$ cat src/rtl/hbc_ram.sv
module hbc_ram #(
	parameter int unsigned Width = 8,
	parameter int unsigned Depth = 16
) (
	input  logic                     clk,
	input  logic                     we,
	input  logic [$clog2(Depth)-1:0] waddr,
	input  logic [Width-1:0]         wdata,
	input  logic [$clog2(Depth)-1:0] raddr,
	output logic [Width-1:0]         rdata
);

	logic [Width-1:0] mem_q [Depth];

	always_ff @(posedge clk) begin
		if (we) begin
			mem_q[waddr] <= wdata;
		end
		rdata <= mem_q[raddr];
	end

endmodule

$ cat config.mk
export PLATFORM = sky130hd
export DESIGN_NAME = hbc_ram
export DESIGN_NICKNAME = d
export VERILOG_FILES = /design/src/rtl/hbc_ram.sv
export SDC_FILE = /design/constraint.sdc
export NUM_CORES = 1
export LEC_CHECK = 0
export ABC_CLOCK_PERIOD_IN_PS = 2700
export BUFFER_PORTS_ARGS = -buffer_cell sky130_fd_sc_hd__buf_2
export CORE_UTILIZATION = 38
export CTS_CLUSTER_SIZE = 12
export DETAILED_ROUTE_END_ITERATION = 8
export GPL_TIMING_DRIVEN = 0
export SYNTH_ARGS = -nofsm -noshare
export SYNTH_HDL_FRONTEND = slang
export SYNTH_SLANG_ARGS = --single-unit
$ cat constraint.sdc
create_clock -name clk -period 2.7 [get_ports clk]
set_clock_uncertainty 0.1 [all_clocks]
set_input_delay 0.54 -clock clk [delete_from_list [all_inputs] [get_ports clk]]
set_output_delay 0.54 -clock clk [all_outputs]
set_load 0.02 [all_outputs]
==> results.sh, run 1 <==
export IMPL_status="finished, final reports clean"
export IMPL_buffer_ports_inserted=24
export IMPL_initial_utilization_pct=38.9
export IMPL_post_cts_setup_buffer_count=0
export IMPL_maxSlewHeadroom_pct=14.4
export IMPL_worstSetupEndpointType="flop"
export IMPL_first_global_vias=2463
export IMPL_numPlacedInstances=429
export IMPL_die_area_sq_mm=0.0140
export IMPL_depth_of_the_most_critical_reg_to_reg_path=3
export IMPL_cts_resized_gates=0
export IMPL_p_leak_nw=2.00
export IMPL_worst_endpoint_required_ns=2.62
export IMPL_flip_flop_and_latch_count_after_synthesis=136
export IMPL_initialDrtViolationCount=96
export IMPL_holdCritPathClass="in2reg"
export IMPL_clock_path_buffers=2
export IMPL_crit_family="simple AND/OR/NAND/NOR gates"
export IMPL_hold_viol_final=0
export IMPL_tritoncts="built"
export IMPL_period_share_pct=71.5
export IMPL_yosys_warnings=0
export IMPL_setup_tns_final_ns=0
export IMPL_power_switching_share_pct=19.7
export IMPL_internal_power_mw=3.72
export IMPL_postCtsHoldBufs=0
export IMPL_worstPathBufferInverterCount=1
export IMPL_critical_path_max_fanout=8
export IMPL_row_count=42
export IMPL_drive_gt1_share_pct=27.4
export IMPL_power_share_clock_pct=43.6
export IMPL_drt_pre_antenna_iters=4
export IMPL_gp_congestion=0.697
export IMPL_p_comb_share_pct=5.2
export IMPL_max_clock_freq_ghz=0.518
export IMPL_drtAntennaViolNets=0
export IMPL_instances_no_fill=461
export IMPL_finalCriticalPeriod_ns=1.93
export IMPL_worst_endpoint_arrival_ns=1.85
export IMPL_cts_htree_levels=4
export IMPL_maximum_number_of_pins_on_one_net_before_global_route_repair=17
export IMPL_routed_via_density=5.08
export IMPL_synth_cell_types=19
export IMPL_worstHoldPathCells=1
export IMPL_final_max_slew_violation_count=0
export IMPL_syn_nets=247
export IMPL_wl_per_cell_um=21.4
export IMPL_cts_sinks=136
export IMPL_startpoint_types="input port"
export IMPL_worst_skew_pair_late_latency_ns=0.41
export IMPL_fp_coreArea_sq_mm=0.0132
export IMPL_grt_antenna_before_repair=0
export IMPL_power_sequential_fraction_pct=51.2
export IMPL_overflow=0
export IMPL_setup_violations=0
export IMPL_design_portCount=26
export IMPL_p_per_area_mw_per_mm2=770
export IMPL_power_switching_mw=0.914
export IMPL_critical_path_cell_count=3
export IMPL_irDropWorstVdd_uv=372
export IMPL_cts_reportedPaths_clkPinSlew_ns=0.05
export IMPL_antennaDiodeCount=0
export IMPL_cp_cell_instances="buf_2 > nand3b_1 > nor3_1"
export IMPL_post_route_drc_count=0
export IMPL_max_cap_violations=0
export IMPL_die_w_um=118
export IMPL_post_synth_inst_count=229
export IMPL_die_h_um=118
export IMPL_grt_total_usage_pct=15.6
export IMPL_grt_first_pass_wirelength_um=15100
export IMPL_fin_nets=290
export IMPL_cpMaxStageDelayCell="sky130_fd_sc_hd__nor3_1"
export IMPL_synth_cell_area_sq_mm=0.00515
export IMPL_cpPeakStageDelay_ns=0.97
export IMPL_grt_setup_unrepaired="false"
export IMPL_dr_total_vias=2343
export IMPL_worst_slew_pin_transition_ns=1.27
export IMPL_synth_avg_cell_area_sq_um=22.5
export IMPL_synth_seq_area_share_pct=77.8
export IMPL_routed_wl_um=9890
export IMPL_setup_worst_path_class="in2reg"
export IMPL_mostFrequentLayoutCell="sky130_fd_sc_hd__edfxtp_1"
export IMPL_dp_hpwl_um=6310
export IMPL_most_common_layout_cells="128 x sky130_fd_sc_hd__edfxtp_1, 27 x sky130_fd_sc_hd__buf_2, 18 x sky130_fd_sc_hd__mux4_2"
export IMPL_numCtsBuffers=17
export IMPL_ctsRootBufferMaster="sky130_fd_sc_hd__clkbuf_16"
export IMPL_flow_area_growth_from_synthesis_pct=16.9
[final cells by class]
class	instances	area, sq um
fill	1133	7220
sequential	136	4000
multi-input combinational	83	1060
clock buffer	29	510
tap	176	220
timing repair buffer	24	120
buffer	10	86.3
clock inverter	3	15.0
[synth_stat cells, drive strengths merged]
| cell | instances | area [sq um] |
|---|---|---|
| a22oi | 16 | 120 |
| and2 | 1 | 6.26 |
| and2b | 1 | 7.51 |
| buf | 7 | 56.3 |
| clkdlybuf4s25 | 3 | 30.0 |
| dfxtp | 8 | 160 |
| edfxtp | 128 | 3840 |
| mux4 | 32 | 773 |
| nand2 | 9 | 33.8 |
| nand2b | 2 | 12.5 |
| nand3 | 1 | 5.00 |
| nand3b | 2 | 15.0 |
| nor2 | 13 | 48.8 |
| nor2b | 1 | 6.26 |
| nor3 | 4 | 20.0 |
| or3b | 1 | 8.76 |
[power by group through the flow]
stage / clock (mW) / sequential (mW) / combinational [mW]
floorplan: 0 / 2.43 / 0.120
global placement: 0 / 2.41 / 0.240
detailed placement: 0 / 2.42 / 0.244
CTS: 2.05 / 2.37 / 0.245
global route: 2.14 / 2.38 / 0.259
finish: 2.02 / 2.37 / 0.241
[registers in the layout, indices dropped and copies added (netlist names)]
register / cells
rdata: 8
mem_q: 128
[per-layer routing]
metal | up-vias | track usage, % | part of all wire (%)
li1 | 1060 | - | -
met1 | 1219 | 20.6 | 45
met2 | 53 | 24.0 | 50
met3 | 11 | 3.43 | 4.0
met4 | 0 | 9.10 | 1.9
met5 | - | 0 | 0
[logic make-up (layout without fill, tap and decap cells)]
group | Yosys count | after routing | synth area share [%]
multiplexers | 32 | 32 | 15.0
AO/OA/AOI/OAI | 16 | 16 | 2.33
AND/OR/NAND/NOR | 35 | 35 | 3.18
buffers and inverters | 10 | 66 | 1.68
flip-flops | 136 | 136 | 77.8
[metrics by stage]
step           worst slack (ns)  power [mW]  util [%]  cell area, sq um  hold slack [ns]
6_report                  0.770        4.64      45.4              6020            0.426
5_1_grt                   0.616        4.78      45.4              6020            0.427
4_1_cts                   0.344        4.67      45.4              6010            0.419
3_5_place_dp             -0.147        2.66      41.4              5490            0.574
3_3_place_gp            -0.0167        2.65      41.4              5490            0.559
2_1_floorplan             0.567        2.55         -              5150            0.529
[path summary, 6_finish.rpt]
| check | startpoint | to | slack [ns] |
|---|---|---|---|
| worst max-delay path | waddr[2] | mem_q[8][7]$_DFFE_PP_ | 0.77 |
| worst min-delay path | wdata[6] | mem_q[13][6]$_DFFE_PP_ | 0.43 |
| worst max register to register | mem_q[15][0]$_DFFE_PP_ | rdata[0]$_DFF_P_ | 1.16 |
| worst min register to register | mem_q[8][1]$_DFFE_PP_ | rdata[1]$_DFF_P_ | 0.58 |
Note: power is estimated with default switching activity, not from simulation.
==> inputs of run 2 (changes only) <==
--- a/config.mk
+++ b/config.mk
@@ -5,7 +5,8 @@
 export SDC_FILE = /design/constraint.sdc
 export NUM_CORES = 1
 export LEC_CHECK = 0
-export ABC_CLOCK_PERIOD_IN_PS = 2700
+export ABC_AREA = 1
+export ABC_CLOCK_PERIOD_IN_PS = 1900
 export BUFFER_PORTS_ARGS = -buffer_cell sky130_fd_sc_hd__buf_2
 export CORE_UTILIZATION = 38
 export CTS_CLUSTER_SIZE = 12
==> constraint.sdc (replaced) <==
create_clock -name clk -period 1.9 [get_ports clk]
set_clock_uncertainty 0.1 [all_clocks]
set_input_delay 0.38 -clock clk [delete_from_list [all_inputs] [get_ports clk]]
set_output_delay 0.38 -clock clk [all_outputs]
set_load 0.02 [all_outputs]
==> results.sh, run 2 <==
export IMPL_status="complete, but fails checks"
export IMPL_violations="DRC"
export IMPL_die_w_um=125
export IMPL_finalCriticalPeriod_ns=1.62
export IMPL_yosys_warnings=0
export IMPL_clock_path_buffers=2
export IMPL_gp_congestion=0.840
export IMPL_setup_violations=0
export IMPL_startpoint_types="input port"
export IMPL_dr_total_vias=3885
export IMPL_syn_nets=569
export IMPL_buffer_ports_inserted=22
export IMPL_worst_r2r_setup_slack_ns=0.78
export IMPL_hold_path_startpoint="wdata[2]"
export IMPL_layout_top_registers="mem_q (128), rdata (8)"
export IMPL_tritoncts="built"
export IMPL_grt_setup_unrepaired="false"
export IMPL_flow_area_growth_from_synthesis_pct=16.3
export IMPL_routed_wl_um=14100
export IMPL_irDropWorstVdd_uv=557
export IMPL_power_switching_share_pct=21.3
export IMPL_synth_top_cells_by_area="sky130_fd_sc_hd__edfxtp_1 67%, sky130_fd_sc_hd__nand2_1 11%, sky130_fd_sc_hd__nand3_1 8.4%"
export IMPL_register_area_sq_mm=0.00400
export IMPL_multiInputGateArea_sq_mm=0.00121
export IMPL_critical_path_max_fanout=8
export IMPL_maxSlewHeadroom_pct=30.2
export IMPL_max_cap_violations=0
export IMPL_grt_total_usage_pct=19.3
export IMPL_hold_viol_final=0
export IMPL_finalPower_mw=7.17
export IMPL_largest_register_ffs=128
export IMPL_cts_sinks=136
export IMPL_drt_pre_antenna_iters=7
export IMPL_flip_flop_and_latch_count_after_synthesis=136
export IMPL_row_count=44
export IMPL_wl_per_cell_um=17.9
export IMPL_ctsRootBufferMaster="sky130_fd_sc_hd__clkbuf_16"
export IMPL_synth_cell_types=12
export IMPL_p_comb_share_pct=6.4
export IMPL_fp_coreArea_sq_mm=0.0146
export IMPL_final_core_utilization_pct=45.8
export IMPL_final_setup_worst_slack_ns=0.284
export IMPL_grt_first_pass_wirelength_um=22100
export IMPL_share_of_yosys_cell_area_claimed_by_the_top_area_cell_type_pct=66.7
export IMPL_synth_async_sr_flop_share_pct=0
export IMPL_die_h_um=125
export IMPL_drive_gt1_share_pct=12.4
export IMPL_worst_slew_pin_transition_ns=1.04
export IMPL_p_per_area_mw_per_mm2=1070
export IMPL_post_synth_inst_count=551
export IMPL_cts_htree_levels=4
export IMPL_first_global_vias=3887
export IMPL_mostFrequentLayoutCell="sky130_fd_sc_hd__nand2_1"
export IMPL_internal_power_mw=5.65
export IMPL_post_cts_setup_buffer_count=0
export IMPL_place_ws_ns=-0.129
export IMPL_postSynth_topFlopCell="sky130_fd_sc_hd__edfxtp_1"
export IMPL_worst_endpoint_required_ns=1.83
export IMPL_fin_nets=610
export IMPL_design_portCount=26
export IMPL_worst_skew_pair_late_latency_ns=0.41
export IMPL_worstSetupEndpointType="flop"
export IMPL_drtAntennaViolNets=0
export IMPL_period_share_pct=85.1
export IMPL_maximum_number_of_pins_on_one_net_before_global_route_repair=17
export IMPL_crit_path_start="waddr[3]"
export IMPL_yosysMostFrequentCell="sky130_fd_sc_hd__nand2_1"
export IMPL_timing_rr_start="mem_q[15][3]$_DFFE_PP_"
export IMPL_die_area_sq_mm=0.0157
export IMPL_power_switching_mw=1.53
export IMPL_initialDrtViolationCount=265
export IMPL_synth_cell_area_sq_mm=0.00577
export IMPL_overflow=0
export IMPL_most_common_layout_cells="173 x sky130_fd_sc_hd__nand2_1, 128 x sky130_fd_sc_hd__edfxtp_1, 100 x sky130_fd_sc_hd__inv_1"
export IMPL_number_of_enable_flip_flop_cells_after_synthesis=128
export IMPL_power_sequential_fraction_pct=47.0
export IMPL_antennaDiodeCount=0
export IMPL_holdCritPathClass="in2reg"
export IMPL_initial_utilization_pct=39.4
export IMPL_p_leak_nw=2.90
export IMPL_synth_seq_area_share_pct=69.4
export IMPL_worst_endpoint_arrival_ns=1.54
export IMPL_synth_avg_cell_area_sq_um=10.5
export IMPL_final_fill_count=1351
export IMPL_synth_largest_area_cell="sky130_fd_sc_hd__edfxtp_1"
export IMPL_routed_via_density=4.92
export IMPL_cts_resized_gates=0
export IMPL_post_route_drc_count=4
export IMPL_cts_reportedPaths_clkPinSlew_ns=0.06
export IMPL_postCtsHoldBufs=0
export IMPL_grt_antenna_before_repair=0
export IMPL_power_share_clock_pct=46.6
export IMPL_max_clock_freq_ghz=0.619
export IMPL_dp_hpwl_um=9180
export IMPL_final_max_slew_violation_count=0
export IMPL_setup_worst_path_class="in2reg"
export IMPL_synth_commonest_cells="173 x sky130_fd_sc_hd__nand2_1, 128 x sky130_fd_sc_hd__edfxtp_1, 100 x sky130_fd_sc_hd__inv_1"
export IMPL_numCtsBuffers=17
export IMPL_regMostFlops="mem_q"
run 2: final timing paths:
check | cells past startpoint | endpoint
max | 3 | mem_q[5][1]$_DFFE_PP_
min | 1 | mem_q[5][2]$_DFFE_PP_
max reg2reg | 6 | rdata[3]$_DFF_P_
min reg2reg | 6 | rdata[6]$_DFF_P_
run 2: logic make-up (layout without fill, tap and decap cells):
group | after synthesis | count (layout) | synth area share, %
buffers and inverters | 126 | 180 | 9.52
DFF | 136 | 136 | 69.4
and+or+nand+nor | 289 | 289 | 21.0
run 2: per-layer routing:
layer / GRT usage [%] / vias to the layer above / wire length, um
li1: - / 1853 / -
met1: 26.0 / 1851 / 6210
met2: 29.5 / 156 / 6560
met3: 4.36 / 25 / 950
met4: 9.18 / 0 / 423
met5: 0 / - / 0
run 2: through the flow:
stage	hold slack [ns]	cell area, sq um	TNS (ns)	instances
after global routing	0.276	6710	0	789
after detailed placement	0.592	6110	-5.84	757
after global placement	0.589	6110	-3.74	757
final	0.275	6710	0	789
after floorplan	0.379	5770	0	551
after CTS	0.278	6710	0	789
run 2: critical path: stages:
cell	delay, ns
sky130_fd_sc_hd__buf_2	0.12
sky130_fd_sc_hd__nand3b_1	0.22
sky130_fd_sc_hd__nor2_1	0.82
run 2: power groups by stage:
stage | sequential, mW | combinational (mW) | clock (mW)
floorplan | 3.46 | 0.237 | 0
global placement | 3.43 | 0.447 | 0
detailed placement | 3.43 | 0.453 | 0
CTS | 3.37 | 0.456 | 3.37
global route | 3.38 | 0.499 | 3.51
finish | 3.37 | 0.456 | 3.35
run 2: area by class of cell:
type                            count  area share [%]
Sequential cell                   136            59.7
Multi-Input combinational cell    289            18.1
Clock buffer                       24            7.18
Inverter                          102            5.71
Tap cell                          184            3.43
Buffer                             24            2.48
Clock inverter                      8            1.79
Timing Repair Buffer               22            1.64
==> inputs of run 3 (changes only) <==
--- a/config.mk
+++ b/config.mk
@@ -7,10 +7,11 @@
 export LEC_CHECK = 0
 export ABC_AREA = 1
 export ABC_CLOCK_PERIOD_IN_PS = 1900
-export BUFFER_PORTS_ARGS = -buffer_cell sky130_fd_sc_hd__buf_2
 export CORE_UTILIZATION = 38
+export CTS_BUF_LIST = sky130_fd_sc_hd__clkbuf_2
 export CTS_CLUSTER_SIZE = 12
 export DETAILED_ROUTE_END_ITERATION = 8
+export DONT_BUFFER_PORTS = 1
 export GPL_TIMING_DRIVEN = 0
 export SYNTH_ARGS = -nofsm -noshare
 export SYNTH_HDL_FRONTEND = slang
==> results.sh, run 3 (synthesis results as in run 2) <==
export IMPL_status="complete, but fails checks"
export IMPL_violations="DRC"
export IMPL_numPlacedInstances=735
export IMPL_numCtsBuffers=17
export IMPL_holdCritPathClass="in2reg"
export IMPL_worst_endpoint_arrival_ns=2.06
export IMPL_worst_slew_pin_transition_ns=1.01
export IMPL_flow_area_growth_from_synthesis_pct=11.4
export IMPL_startpoint_types="input port"
export IMPL_depth_of_the_most_critical_reg_to_reg_path=6
export IMPL_p_leak_nw=2.75
export IMPL_multiInputGateArea_sq_mm=0.00122
export IMPL_setup_worst_path_class="in2reg"
export IMPL_initialDrtViolationCount=324
export IMPL_gp_congestion=0.824
export IMPL_period_share_pct=94.2
export IMPL_place_ws_ns=-0.0329
export IMPL_max_cap_violations=0
export IMPL_wl_per_cell_um=17.8
export IMPL_first_global_vias=3732
export IMPL_final_max_slew_violation_count=0
export IMPL_die_area_sq_mm=0.0157
export IMPL_worst_r2r_setup_slack_ns=0.75
export IMPL_ctsRootBufferMaster="sky130_fd_sc_hd__clkbuf_2"
export IMPL_grt_first_pass_wirelength_um=21700
export IMPL_setup_violations=0
export IMPL_die_w_um=125
export IMPL_fin_nets=604
export IMPL_worstSetupEndpointType="flop"
export IMPL_p_per_area_mw_per_mm2=883
export IMPL_post_route_drc_count=8
export IMPL_regMostFlops="mem_q"
export IMPL_initial_utilization_pct=39.4
export IMPL_max_clock_freq_ghz=0.558
export IMPL_clock_path_buffers=2
export IMPL_design_portCount=26
export IMPL_die_h_um=125
export IMPL_routed_wl_um=14000
export IMPL_cts_sinks=136
export IMPL_final_core_utilization_pct=43.9
export IMPL_cts_htree_levels=4
export IMPL_layout_top_registers="mem_q (128), rdata (8)"
export IMPL_maxSlewHeadroom_pct=32.4
export IMPL_irDropWorstVdd_uv=301
export IMPL_drt_pre_antenna_iters=7
export IMPL_buffer_ports_inserted=0
export IMPL_cts_reportedPaths_clkPinSlew_ns=0.19
export IMPL_most_common_layout_cells="173 x sky130_fd_sc_hd__nand2_1, 128 x sky130_fd_sc_hd__edfxtp_1, 100 x sky130_fd_sc_hd__inv_1"
export IMPL_final_setup_worst_slack_ns=0.109
export IMPL_grt_total_usage_pct=19.3
export IMPL_tritoncts="built"
export IMPL_drive_gt1_share_pct=9.03
export IMPL_overflow=0
export IMPL_largest_register_ffs=128
export IMPL_dp_hpwl_um=9050
export IMPL_worst_endpoint_required_ns=2.17
export IMPL_worst_skew_pair_late_latency_ns=0.71
export IMPL_final_fill_count=1391
export IMPL_grt_antenna_before_repair=2
export IMPL_hold_viol_final=0
export IMPL_critical_path_max_fanout=8
export IMPL_register_area_sq_mm=0.00400
export IMPL_drtAntennaViolNets=0
export IMPL_routed_via_density=4.89
export IMPL_fp_coreArea_sq_mm=0.0146
export IMPL_finalCriticalPeriod_ns=1.79
export IMPL_worstHoldPathCells=2
export IMPL_maximum_number_of_pins_on_one_net_before_global_route_repair=17
export IMPL_row_count=44
export IMPL_post_cts_setup_buffer_count=0
export IMPL_dr_total_vias=3841
export IMPL_mostFrequentLayoutCell="sky130_fd_sc_hd__nand2_1"
export IMPL_grt_setup_unrepaired="false"
export IMPL_instances_no_fill=785
run 3: cell types whose count changed in the layout (fill, tap and decap cells not counted), sizes merged:
cell,delta
buf,-22
diode,+3
clkinv,+4
dlygate4sd3,+16
clkbuf,-4
clkinvlp,-2
bufinv,+1
run 3: repair_timing:
action	in CTS	in global routing
hold buffers	14	2
setup endpoints to repair	0	8
gates resized for setup	0	1
endpoints found under the hold margin	165	8
run 3: metrics by stage:
stage          setup TNS [ns]  hold WS (ns)  total power [mW]  instance area, sq um
2_1_floorplan               0         0.379              3.69                  5770
4_1_cts                     0       0.00636              5.70                  6390
3_3_place_gp                0         0.380              3.80                  6000
6_report                    0        0.0628              5.67                  6420
5_1_grt                     0        0.0270              5.88                  6420
3_5_place_dp           -0.259         0.380              3.80                  6000
run 3: critical path: stages:
cell	delay, ns
sky130_fd_sc_hd__dlygate4sd3_1	0.54
sky130_fd_sc_hd__nor2_1	0.08
sky130_fd_sc_hd__nand2_1	0.11
sky130_fd_sc_hd__dlygate4sd3_1	0.60
sky130_fd_sc_hd__nor2_2	0.35
run 3: routing by layer:
| metal | share of wire, % | global-route usage (%) | up-vias |
|---|---|---|---|
| li1 | - | - | 1851 |
| met1 | 45 | 26.0 | 1787 |
| met2 | 44 | 28.7 | 178 |
| met3 | 8.1 | 5.26 | 25 |
| met4 | 3.1 | 9.54 | 0 |
| met5 | 0 | 0 | - |
run 3: final cells by class:
| type | instances | area share (%) |
|---|---|---|
| multi-input cells | 289 | 18.9 |
| repair buffers | 16 | 2.49 |
| well taps | 184 | 3.58 |
| inverters | 102 | 5.96 |
| diodes | 3 | 0.117 |
| flip-flops and latches | 136 | 62.3 |
| clock inverters | 11 | 2.42 |
| plain buffers | 24 | 2.59 |
| clock buffers | 20 | 1.56 |
run 3: where the power goes:
part | switching (mW) | internal, mW | total (mW)
sequential | 0.0448 | 3.35 | 3.40
clock | 0.999 | 0.858 | 1.86
combinational | 0.292 | 0.128 | 0.420
run 3: path summary, 6_finish.rpt:
path                                             start                      to
worst max-delay path                          waddr[3]   mem_q[3][1]$_DFFE_PP_
worst min-delay path                          waddr[0]  mem_q[15][1]$_DFFE_PP_
worst max register to register   mem_q[6][0]$_DFFE_PP_        rdata[0]$_DFF_P_
worst min register to register  mem_q[12][5]$_DFFE_PP_        rdata[5]$_DFF_P_
